## src/rtl/mwspi_pkg.sv

```systemverilog
// ----------------------------------------------------------------------------
// mwspi_pkg
// shared widths, constants and types of the mecanum wheel speed pi block
// ----------------------------------------------------------------------------
package mwspi_pkg;

  localparam int NUM_WHEELS = 4;
  localparam int WHEEL_W    = $clog2(NUM_WHEELS);
  localparam int NUM_REGS   = 2 * NUM_WHEELS;
  localparam int CFG_IDX_W  = $clog2(NUM_REGS) + 1;

  localparam int IN_W       = 16;
  localparam int GAIN_W     = 16;
  localparam int GAIN_FRAC  = 10;
  localparam int ERR_W      = 20;
  localparam int DUTY_W     = 14;
  localparam int DUTY_MAX   = 2 ** DUTY_W - 1;

  localparam int OUTPUT_LIMIT = 10000;
  localparam int ACC_LIMIT    = OUTPUT_LIMIT * 256;
  localparam int ACC_W        = $clog2(ACC_LIMIT + 1) + 1;

  // encoder count to q8.8 speed, 0.828125 per count
  localparam logic signed [8:0] SPEED_PER_COUNT = 9'sd212;

  localparam logic signed [GAIN_W-1:0] KP_RESET [NUM_WHEELS] =
    '{-16'sd16691, -16'sd14336, -16'sd15360, -16'sd16691};
  localparam logic signed [GAIN_W-1:0] KI_RESET [NUM_WHEELS] =
    '{-16'sd3379, -16'sd2560, -16'sd3072, -16'sd2867};

  typedef enum logic [CFG_IDX_W-1:0] {
    REG_KP_WHEEL0 = 4'd0,
    REG_KI_WHEEL0 = 4'd1,
    REG_KP_WHEEL1 = 4'd2,
    REG_KI_WHEEL1 = 4'd3,
    REG_KP_WHEEL2 = 4'd4,
    REG_KI_WHEEL2 = 4'd5,
    REG_KP_WHEEL3 = 4'd6,
    REG_KI_WHEEL3 = 4'd7
  } reg_idx_t;

  // commands from the controller to the datapath
  typedef struct packed {
    logic               load_in;
    logic               do_err;
    logic               do_mul;
    logic               do_acc;
    logic               load_out;
    logic [WHEEL_W-1:0] wheel;
  } dp_cmd_t;

endpackage

```

## src/rtl/mwspi_ctrl.sv

```systemverilog
// ----------------------------------------------------------------------------
// mwspi_ctrl
// sequencer: walks the four wheels through error, multiply and accumulate
// ----------------------------------------------------------------------------
module mwspi_ctrl (
  input  logic                clk,
  input  logic                rst_n,
  input  logic                in_valid,
  output logic                in_ready,
  output logic                out_valid,
  input  logic                out_ready,
  output mwspi_pkg::dp_cmd_t  cmd
);
  import mwspi_pkg::*;

  typedef enum logic [4:0] {
    S_IDLE = 5'b00001,
    S_ERR  = 5'b00010,
    S_MUL  = 5'b00100,
    S_ACC  = 5'b01000,
    S_DONE = 5'b10000
  } state_t;

  localparam logic [WHEEL_W-1:0] WHEEL_LAST = WHEEL_W'(NUM_WHEELS - 1);

  state_t             state_r, state_nxt;
  logic [WHEEL_W-1:0] wheel_r, wheel_nxt;
  logic               out_valid_r, out_valid_nxt;
  logic               out_free;

  assign out_free  = !out_valid_r || out_ready;
  assign in_ready  = (state_r == S_IDLE);
  assign out_valid = out_valid_r;

  always_comb begin
    state_nxt    = state_r;
    wheel_nxt    = wheel_r;
    cmd          = '0;
    cmd.wheel    = wheel_r;
    unique case (state_r)
      S_IDLE: begin
        if (in_valid) begin
          cmd.load_in = 1'b1;
          wheel_nxt   = '0;
          state_nxt   = S_ERR;
        end
      end
      S_ERR: begin
        cmd.do_err = 1'b1;
        state_nxt  = S_MUL;
      end
      S_MUL: begin
        cmd.do_mul = 1'b1;
        state_nxt  = S_ACC;
      end
      S_ACC: begin
        cmd.do_acc = 1'b1;
        if (wheel_r == WHEEL_LAST) begin
          state_nxt = S_DONE;
        end else begin
          wheel_nxt = wheel_r + 1'b1;
          state_nxt = S_ERR;
        end
      end
      S_DONE: begin
        if (out_free) begin
          cmd.load_out = 1'b1;
          state_nxt    = S_IDLE;
        end
      end
      default: begin
        state_nxt = S_IDLE;
      end
    endcase
  end

  assign out_valid_nxt = cmd.load_out ? 1'b1 : (out_valid_r && !out_ready);

  always_ff @(posedge clk) begin
    if (!rst_n) begin
      state_r     <= S_IDLE;
      wheel_r     <= '0;
      out_valid_r <= 1'b0;
    end else begin
      state_r     <= state_nxt;
      wheel_r     <= wheel_nxt;
      out_valid_r <= out_valid_nxt;
    end
  end

  // an accepted item always starts on the first wheel
  a_start_wheel0: assert property (@(posedge clk) disable iff (!rst_n)
    in_valid && in_ready |=> state_r == S_ERR && wheel_r == '0)
    else $error("item did not start at wheel 0");

  // all four wheels are done before the result is offered
  a_last_wheel_done: assert property (@(posedge clk) disable iff (!rst_n)
    state_r == S_ACC && wheel_r == WHEEL_LAST |=> state_r == S_DONE)
    else $error("sequencer left the last wheel without finishing");

  // a finished item waits while the previous result is still held
  a_no_overwrite: assert property (@(posedge clk) disable iff (!rst_n)
    state_r == S_DONE && out_valid_r && !out_ready |=> state_r == S_DONE && out_valid_r)
    else $error("waiting result overwritten");

endmodule

```

## src/rtl/mwspi_dp.sv

```systemverilog
// ----------------------------------------------------------------------------
// mwspi_dp
// datapath: gains, per-wheel state, one wheel of pi arithmetic per three steps
// ----------------------------------------------------------------------------
module mwspi_dp (
  input  logic                                clk,
  input  logic                                rst_n,
  input  mwspi_pkg::dp_cmd_t                  cmd,
  input  logic                                cfg_we,
  input  logic [mwspi_pkg::CFG_IDX_W-1:0]     cfg_index,
  input  logic [mwspi_pkg::GAIN_W-1:0]        cfg_wdata,
  input  logic signed [mwspi_pkg::IN_W-1:0]   vel_x,
  input  logic signed [mwspi_pkg::IN_W-1:0]   vel_y,
  input  logic signed [mwspi_pkg::IN_W-1:0]   vel_rot,
  input  logic signed [mwspi_pkg::IN_W-1:0]   count [mwspi_pkg::NUM_WHEELS],
  output logic [mwspi_pkg::DUTY_W-1:0]        duty [mwspi_pkg::NUM_WHEELS],
  output logic                                dir [mwspi_pkg::NUM_WHEELS]
);
  import mwspi_pkg::*;

  localparam int TGT_W  = IN_W + 2;
  localparam int MEAS_W = IN_W + 9;
  localparam int DIFF_W = MEAS_W + 1;
  localparam int PP_W   = GAIN_W + ERR_W + 1;
  localparam int PI_W   = GAIN_W + ERR_W;
  localparam int SUM_W  = PP_W + 1;
  localparam int INC_W  = SUM_W - GAIN_FRAC;
  localparam int AS_W   = INC_W + 1;
  localparam int MAG_W  = ACC_W - 1 - 8;
  localparam int ERR_HI = 2 ** (ERR_W - 1) - 1;
  localparam int ERR_LO = -(2 ** (ERR_W - 1));

  // configuration and state
  logic signed [GAIN_W-1:0] kp_r [NUM_WHEELS], kp_nxt [NUM_WHEELS];
  logic signed [GAIN_W-1:0] ki_r [NUM_WHEELS], ki_nxt [NUM_WHEELS];
  logic signed [ERR_W-1:0]  prev_r [NUM_WHEELS];
  logic signed [ACC_W-1:0]  acc_r [NUM_WHEELS];

  // captured item
  logic signed [IN_W-1:0]   vx_r, vy_r, vz_r;
  logic signed [IN_W-1:0]   cnt_r [NUM_WHEELS];

  // stage registers
  logic signed [ERR_W-1:0]  e_r;
  logic signed [PP_W-1:0]   prod_p_r;
  logic signed [PI_W-1:0]   prod_i_r;

  // results
  logic [DUTY_W-1:0]        res_duty_r [NUM_WHEELS];
  logic                     res_dir_r [NUM_WHEELS];
  logic [DUTY_W-1:0]        out_duty_r [NUM_WHEELS];
  logic                     out_dir_r [NUM_WHEELS];

  // error step
  logic                     sign_x, sign_z;
  logic signed [TGT_W-1:0]  tgt;
  logic signed [MEAS_W-1:0] meas;
  logic signed [DIFF_W-1:0] diff;
  logic signed [ERR_W-1:0]  e_new;

  // multiply step
  logic signed [ERR_W:0]    de;
  logic signed [PP_W-1:0]   prod_p;
  logic signed [PI_W-1:0]   prod_i;

  // accumulate step
  logic signed [SUM_W-1:0]  sum;
  logic signed [INC_W-1:0]  inc;
  logic signed [AS_W-1:0]   acc_sum;
  logic signed [ACC_W-1:0]  acc_new;
  logic [ACC_W-1:0]         acc_abs;
  logic [MAG_W-1:0]         mag;
  logic [DUTY_W-1:0]        duty_new;
  logic                     positive;
  logic                     left_side;
  logic                     dir_new;

  // register writes
  always_comb begin
    kp_nxt = kp_r;
    ki_nxt = ki_r;
    if (cfg_we) begin
      unique case (reg_idx_t'(cfg_index))
        REG_KP_WHEEL0: kp_nxt[0] = cfg_wdata;
        REG_KI_WHEEL0: ki_nxt[0] = cfg_wdata;
        REG_KP_WHEEL1: kp_nxt[1] = cfg_wdata;
        REG_KI_WHEEL1: ki_nxt[1] = cfg_wdata;
        REG_KP_WHEEL2: kp_nxt[2] = cfg_wdata;
        REG_KI_WHEEL2: ki_nxt[2] = cfg_wdata;
        REG_KP_WHEEL3: kp_nxt[3] = cfg_wdata;
        REG_KI_WHEEL3: ki_nxt[3] = cfg_wdata;
        default: ;
      endcase
    end
  end

  // target and measured speed, saturated error
  always_comb begin
    sign_x = (cmd.wheel == WHEEL_W'(0)) || (cmd.wheel == WHEEL_W'(3));
    sign_z = cmd.wheel[WHEEL_W-1];
    tgt    = (sign_x ? TGT_W'(vx_r) : -TGT_W'(vx_r)) + TGT_W'(vy_r)
           + (sign_z ? TGT_W'(vz_r) : -TGT_W'(vz_r));
    meas   = cnt_r[cmd.wheel] * SPEED_PER_COUNT;
    diff   = DIFF_W'(tgt) - DIFF_W'(meas);
    if (diff > DIFF_W'(ERR_HI)) begin
      e_new = ERR_W'(ERR_HI);
    end else if (diff < DIFF_W'(ERR_LO)) begin
      e_new = ERR_W'(ERR_LO);
    end else begin
      e_new = diff[ERR_W-1:0];
    end
  end

  // gain products
  always_comb begin
    de     = (ERR_W + 1)'(e_r) - (ERR_W + 1)'(prev_r[cmd.wheel]);
    prod_p = kp_r[cmd.wheel] * de;
    prod_i = ki_r[cmd.wheel] * e_r;
  end

  // floor shift, accumulate, clamp, duty and direction
  always_comb begin
    sum     = SUM_W'(prod_p_r) + SUM_W'(prod_i_r);
    inc     = sum[SUM_W-1:GAIN_FRAC];
    acc_sum = AS_W'(inc) + AS_W'(acc_r[cmd.wheel]);
    if (acc_sum > AS_W'(ACC_LIMIT)) begin
      acc_new = ACC_W'(ACC_LIMIT);
    end else if (acc_sum < -AS_W'(ACC_LIMIT)) begin
      acc_new = -ACC_W'(ACC_LIMIT);
    end else begin
      acc_new = acc_sum[ACC_W-1:0];
    end
    acc_abs   = acc_new[ACC_W-1] ? ACC_W'(-acc_new) : ACC_W'(acc_new);
    mag       = acc_abs[ACC_W-2:8];
    duty_new  = (mag > MAG_W'(DUTY_MAX)) ? DUTY_W'(DUTY_MAX) : mag[DUTY_W-1:0];
    positive  = !acc_new[ACC_W-1] && (duty_new != '0);
    left_side = !cmd.wheel[WHEEL_W-1];
    dir_new   = left_side ? !positive : positive;
  end

  // control-relevant state
  always_ff @(posedge clk) begin
    if (!rst_n) begin
      kp_r <= KP_RESET;
      ki_r <= KI_RESET;
      for (int i = 0; i < NUM_WHEELS; i++) begin
        prev_r[i] <= '0;
        acc_r[i]  <= '0;
      end
    end else begin
      kp_r <= kp_nxt;
      ki_r <= ki_nxt;
      if (cmd.do_mul) begin
        prev_r[cmd.wheel] <= e_r;
      end
      if (cmd.do_acc) begin
        acc_r[cmd.wheel] <= acc_new;
      end
    end
  end

  // payload registers
  always_ff @(posedge clk) begin
    if (cmd.load_in) begin
      vx_r  <= vel_x;
      vy_r  <= vel_y;
      vz_r  <= vel_rot;
      cnt_r <= count;
    end
    if (cmd.do_err) begin
      e_r <= e_new;
    end
    if (cmd.do_mul) begin
      prod_p_r <= prod_p;
      prod_i_r <= prod_i;
    end
    if (cmd.do_acc) begin
      res_duty_r[cmd.wheel] <= duty_new;
      res_dir_r[cmd.wheel]  <= dir_new;
    end
    if (cmd.load_out) begin
      out_duty_r <= res_duty_r;
      out_dir_r  <= res_dir_r;
    end
  end

  assign duty = out_duty_r;
  assign dir  = out_dir_r;

  // clamp and magnitude keep the duty within the output limit
  a_duty_limit: assert property (@(posedge clk) disable iff (!rst_n)
    cmd.do_acc |=> res_duty_r[$past(cmd.wheel)] <= DUTY_W'(OUTPUT_LIMIT))
    else $error("duty above output limit");

  // zero duty takes the else polarity
  a_zero_polarity: assert property (@(posedge clk) disable iff (!rst_n)
    cmd.do_acc |=> res_duty_r[$past(cmd.wheel)] != '0
                || res_dir_r[$past(cmd.wheel)] == !$past(cmd.wheel[WHEEL_W-1]))
    else $error("zero duty with drive polarity");

endmodule

```

## src/rtl/mecanum_wheel_speed_pi_top.sv

```systemverilog
// ----------------------------------------------------------------------------
// mecanum_wheel_speed_pi_top
// four-wheel mecanum speed loop: kinematics, encoder speed and incremental pi
// ----------------------------------------------------------------------------
//
//   channel   handshake               payload
//   in        in_valid / in_ready     vel_x, vel_y, vel_rot, count_wheel0..3
//   out       out_valid / out_ready   duty_wheel0..3, dir_wheel0..3
//   cfg       cfg_we (no wait)        cfg_index, cfg_wdata (kp/ki per wheel)
//
// each item is stepped by one shared error / multiply / accumulate unit over
// the four wheels, wheel by wheel through its error, multiply and accumulate
// steps, and the result is then handed to the output register. a new item is
// accepted only after the previous one has been handed over.
// a held result does not block acceptance; a finished item waits in its
// staging registers until the output register is free.
// synchronous active-low reset clears gains to their defaults and the error
// and accumulator state to zero.
// ----------------------------------------------------------------------------
module mecanum_wheel_speed_pi_top (
  input  logic                                clk,
  input  logic                                rst_n,
  // input channel
  input  logic                                in_valid,
  output logic                                in_ready,
  input  logic signed [mwspi_pkg::IN_W-1:0]   in_vel_x,
  input  logic signed [mwspi_pkg::IN_W-1:0]   in_vel_y,
  input  logic signed [mwspi_pkg::IN_W-1:0]   in_vel_rot,
  input  logic signed [mwspi_pkg::IN_W-1:0]   in_count_wheel0,
  input  logic signed [mwspi_pkg::IN_W-1:0]   in_count_wheel1,
  input  logic signed [mwspi_pkg::IN_W-1:0]   in_count_wheel2,
  input  logic signed [mwspi_pkg::IN_W-1:0]   in_count_wheel3,
  // result channel
  output logic                                out_valid,
  input  logic                                out_ready,
  output logic [mwspi_pkg::DUTY_W-1:0]        out_duty_wheel0,
  output logic [mwspi_pkg::DUTY_W-1:0]        out_duty_wheel1,
  output logic [mwspi_pkg::DUTY_W-1:0]        out_duty_wheel2,
  output logic [mwspi_pkg::DUTY_W-1:0]        out_duty_wheel3,
  output logic                                out_dir_wheel0,
  output logic                                out_dir_wheel1,
  output logic                                out_dir_wheel2,
  output logic                                out_dir_wheel3,
  // configuration write port
  input  logic                                cfg_we,
  input  logic [mwspi_pkg::CFG_IDX_W-1:0]     cfg_index,
  input  logic [mwspi_pkg::GAIN_W-1:0]        cfg_wdata
);
  import mwspi_pkg::*;

  dp_cmd_t                cmd;
  logic signed [IN_W-1:0] count [NUM_WHEELS];
  logic [DUTY_W-1:0]      duty [NUM_WHEELS];
  logic                   dir [NUM_WHEELS];

  // encoder counts gathered per wheel
  assign count[0] = in_count_wheel0;
  assign count[1] = in_count_wheel1;
  assign count[2] = in_count_wheel2;
  assign count[3] = in_count_wheel3;

  // sequencer: handshakes and per-wheel step commands
  mwspi_ctrl u_ctrl (
    .clk       (clk),
    .rst_n     (rst_n),
    .in_valid  (in_valid),
    .in_ready  (in_ready),
    .out_valid (out_valid),
    .out_ready (out_ready),
    .cmd       (cmd)
  );

  // arithmetic, gains, loop state and output register
  mwspi_dp u_dp (
    .clk       (clk),
    .rst_n     (rst_n),
    .cmd       (cmd),
    .cfg_we    (cfg_we),
    .cfg_index (cfg_index),
    .cfg_wdata (cfg_wdata),
    .vel_x     (in_vel_x),
    .vel_y     (in_vel_y),
    .vel_rot   (in_vel_rot),
    .count     (count),
    .duty      (duty),
    .dir       (dir)
  );

  // result fields
  assign out_duty_wheel0 = duty[0];
  assign out_duty_wheel1 = duty[1];
  assign out_duty_wheel2 = duty[2];
  assign out_duty_wheel3 = duty[3];
  assign out_dir_wheel0  = dir[0];
  assign out_dir_wheel1  = dir[1];
  assign out_dir_wheel2  = dir[2];
  assign out_dir_wheel3  = dir[3];

endmodule
```

## config.mk

```make
export PLATFORM = sky130hd
export DESIGN_NAME = mecanum_wheel_speed_pi_top
export DESIGN_NICKNAME = d
export VERILOG_FILES = /design/src/rtl/mwspi_pkg.sv /design/src/rtl/mwspi_ctrl.sv /design/src/rtl/mwspi_dp.sv /design/src/rtl/mecanum_wheel_speed_pi_top.sv
export SDC_FILE = /design/constraint.sdc
export NUM_CORES = 2
export LEC_CHECK = 0
export BUFFER_PORTS_ARGS = -buffer_cell sky130_fd_sc_hd__buf_4
export CAP_MARGIN = 20
export CELL_PAD_IN_SITES_DETAIL_PLACEMENT = 1
export CELL_PAD_IN_SITES_GLOBAL_PLACEMENT = 1
export CORE_MARGIN = 2
export CORE_UTILIZATION = 55
export DETAILED_ROUTE_END_ITERATION = 7
export PLACE_DENSITY_LB_ADDON = 0.1
export RECOVER_POWER = 50
export SLEW_MARGIN = 40
export SYNTH_ARGS = -nofsm -noshare
export SYNTH_HDL_FRONTEND = slang
export SYNTH_SLANG_ARGS = --single-unit
```

## constraint.sdc

```tcl
create_clock -name clk -period 29 [get_ports clk]
set_input_delay 2.9 -clock clk [delete_from_list [all_inputs] [get_ports clk]]
set_output_delay 2.9 -clock clk [all_outputs]
set_load 0.02 [all_outputs]
```

==> flow_metrics.tcl <==
set metrics [dict create \
    tns_ns 0 \
    n_antenna_cell 0 \
    yosysUniqueCellTypes 84 \
    async_flop_share_pct 0 \
    start_util_pct 55.4 \
    area_delta_synth_final_pct 9.70 \
    setup_viol 0 \
    status "complete, but fails checks" \
    synth.net_count 6675 \
    synth_common_cells "inv_1, nand2_1, fa_1" \
    drive_gt1_share_pct 9.48 \
    coreArea_sq_mm 0.102 \
    cp_max_fo 45 \
    die_height_microns 324 \
    htreeDepth 3 \
    pin_count 199 \
    yosys-top-cells-area "edfxtp_1, fa_1, ha_1" \
    ff2ff_path_depth 28 \
    maxCapViolations 16 \
    cts_buffers 72 \
    crit_required_ns 29.38 \
    hold_depth 0 \
    finClkSkew_ns 0.0263 \
    yosys.area.top_type "edfxtp_1" \
    tightest_slew_ns 3.67 \
    period_share_pct 42.7 \
    clk_pin_slew_worst_paths_ns 0.06 \
    drt-vias-per-instance 5.72 \
    path_class "flip-flop to flip-flop" \
    ys.flop_type "edfxtp_1" \
    arrival_ns 12.76 \
    fmax_ghz 0.0808 \
    dr.pass1.iters 6 \
    die_area_sq_mm 0.105 \
    synth.most_common_cell "inv_1" \
    synth_warnings 0 \
    slowest_delay_ns 2.13 \
    synth_top_area_share_pct 26.5 \
    grt_max_degree 81 \
    syn_inst 5469 \
    cts_resized 0 \
    maxSlewHeadroom_pct -145 \
    synth_edf_count 497 \
    wl_mm 162 \
    drt_iter0_drc 2513 \
    place_congestion 0.907 \
    grt_setup_unrepaired "false" \
    hpwl_mm 125 \
    antenna_found_initial 4 \
    hp-class "flip-flop to flip-flop" \
    syn-cell-area_sq_mm 0.0564 \
    drc 0 \
    tritoncts "done" \
    cp_common_cell "fa_1" \
    avgSynthCellArea_sq_um 10.3 \
    finalCriticalPeriod_ns 12.38 \
    slowest_stage "clkbuf_1" \
    io_buffers 198 \
    worst_setup_path_end_kind "flip-flop" \
    maxSlewViolCount 497 \
    clock_path_buffers 3 \
    crit_path_start_kind "flip-flop" \
    hold_viol 0 \
    wl_per_cell_microns 23.1 \
    cts.sinks 635 \
    groute.usage.overall_pct 31.8 \
    grt_pass1_vias 45100 \
    gr-total-overflow 0 \
    vias 40200 \
    ant_nets 0 \
    cts_setup_buffers 0 \
    insertion_delay_ns 0.66 \
    clockRootBuffer "clkbuf_16" \
    violations "max-capacitance violations, max-slew violations" \
    nets 6811 \
    ys_seq_area_share_pct 31.4 \
    synth_seq_cells 635 \
    rows 117 \
    die_w_microns 324 \
    grt_first_pass_wirelength_mm 254 \
    ctsHoldBuffers 0 \
]
-- state kept, by name, summed over array words and instances (netlist names), 20 cells and up, named ones only --
signal           flops
u_dp.acc_r          92
u_dp.prev_r         80
u_dp.cnt_r          64
u_dp.ki_r           64
u_dp.kp_r           64
u_dp.duty           56
u_dp.res_duty_r     56
u_dp.prod_p_r       37
u_dp.prod_i_r       36
u_dp.e_r            20
-- metrics by stage --
stage | worst slack (ns) | utilization (%) | instances | hold slack [ns] | instance area, sq um
floorplan | 18.54 | - | 5469 | 0.400 | 56400
global placement | 17.70 | 58.3 | 6893 | 0.401 | 59300
detailed placement | 17.31 | 58.5 | 6897 | 0.406 | 59500
CTS | 17.17 | 60.9 | 7031 | 0.418 | 62000
global route | 16.02 | 60.8 | 7033 | 0.423 | 61800
finish | 16.62 | 60.8 | 7033 | 0.419 | 61800
-- worst max-delay path, delay by kind of cell (launching register included) --
kind	cells	cell delay, ns
AO/OA/AOI/OAI	7	1.68
multiplexers	1	1.01
flip-flops	1	1.79
adder cells (fa/ha/maj)	7	3.31
XOR/XNOR	1	0.09
buffers and inverters	6	2.43
AND/OR/NAND/NOR	6	1.69
-- cell type report --
| cell class | count | area, sq um |
|---|---|---|
| Timing Repair Buffer | 277 | 2020 |
| Inverter | 950 | 3570 |
| Sequential cell | 635 | 17700 |
| Tap cell | 1368 | 1710 |
| Clock buffer | 94 | 1950 |
| Fill cell | 11000 | 39900 |
| Multi-Input combinational cell | 3669 | 34400 |
| Clock inverter | 40 | 518 |
-- metal layers --
layer  up-vias  global-route usage, %  share of wire, %
met5         -                      0                 0
met4         0                   12.0               4.1
met3       303                   5.59               6.4
met2      1201                   56.2                51
met1     20800                   38.9                39
li1      17900                      -                 -
-- path summary, 6_finish.rpt --
kind,from,end,slack (ns)
min,u_dp.res_duty_r[45],u_dp.duty[45],0.42
max,u_ctrl.wheel_r[1],u_dp.prod_i_r[35],16.62
min reg2reg,u_dp.res_duty_r[45],u_dp.duty[45],0.42
max reg2reg,u_ctrl.wheel_r[1],u_dp.prod_i_r[35],16.62
-- layout by cell type (no fill, tap or decap), drive strengths merged, types with 18 or more instances in the layout --
cell type,instances
inv,955
nand2,770
fa,701
edfxtp,497
ha,368
nor2,318
a21oi,224
clkbuf,221
and2,184
xnor2,160
buf,150
dfxtp,138
o21ai,115
nand3,92
mux4,85
a21o,76
xor2,66
nand2b,57
nor3,56
o21a,36
nor2b,36
o21bai,29
clkinv,23
or3,18
a31oi,18
or2,18
-- cell families after synthesis --
family | share of synthesized area (%)
and+or+nand+nor | 13.1
xor gates and xnor gates | 3.51
adders and majority gates | 33.1
buffers and inverters | 7.88
AOI/OAI and AO/OA | 7.30
muxes | 3.73
DFF | 31.4
Power is not shown: default switching activity piles up to over one toggle a cycle in this logic, so the estimate is an artifact.
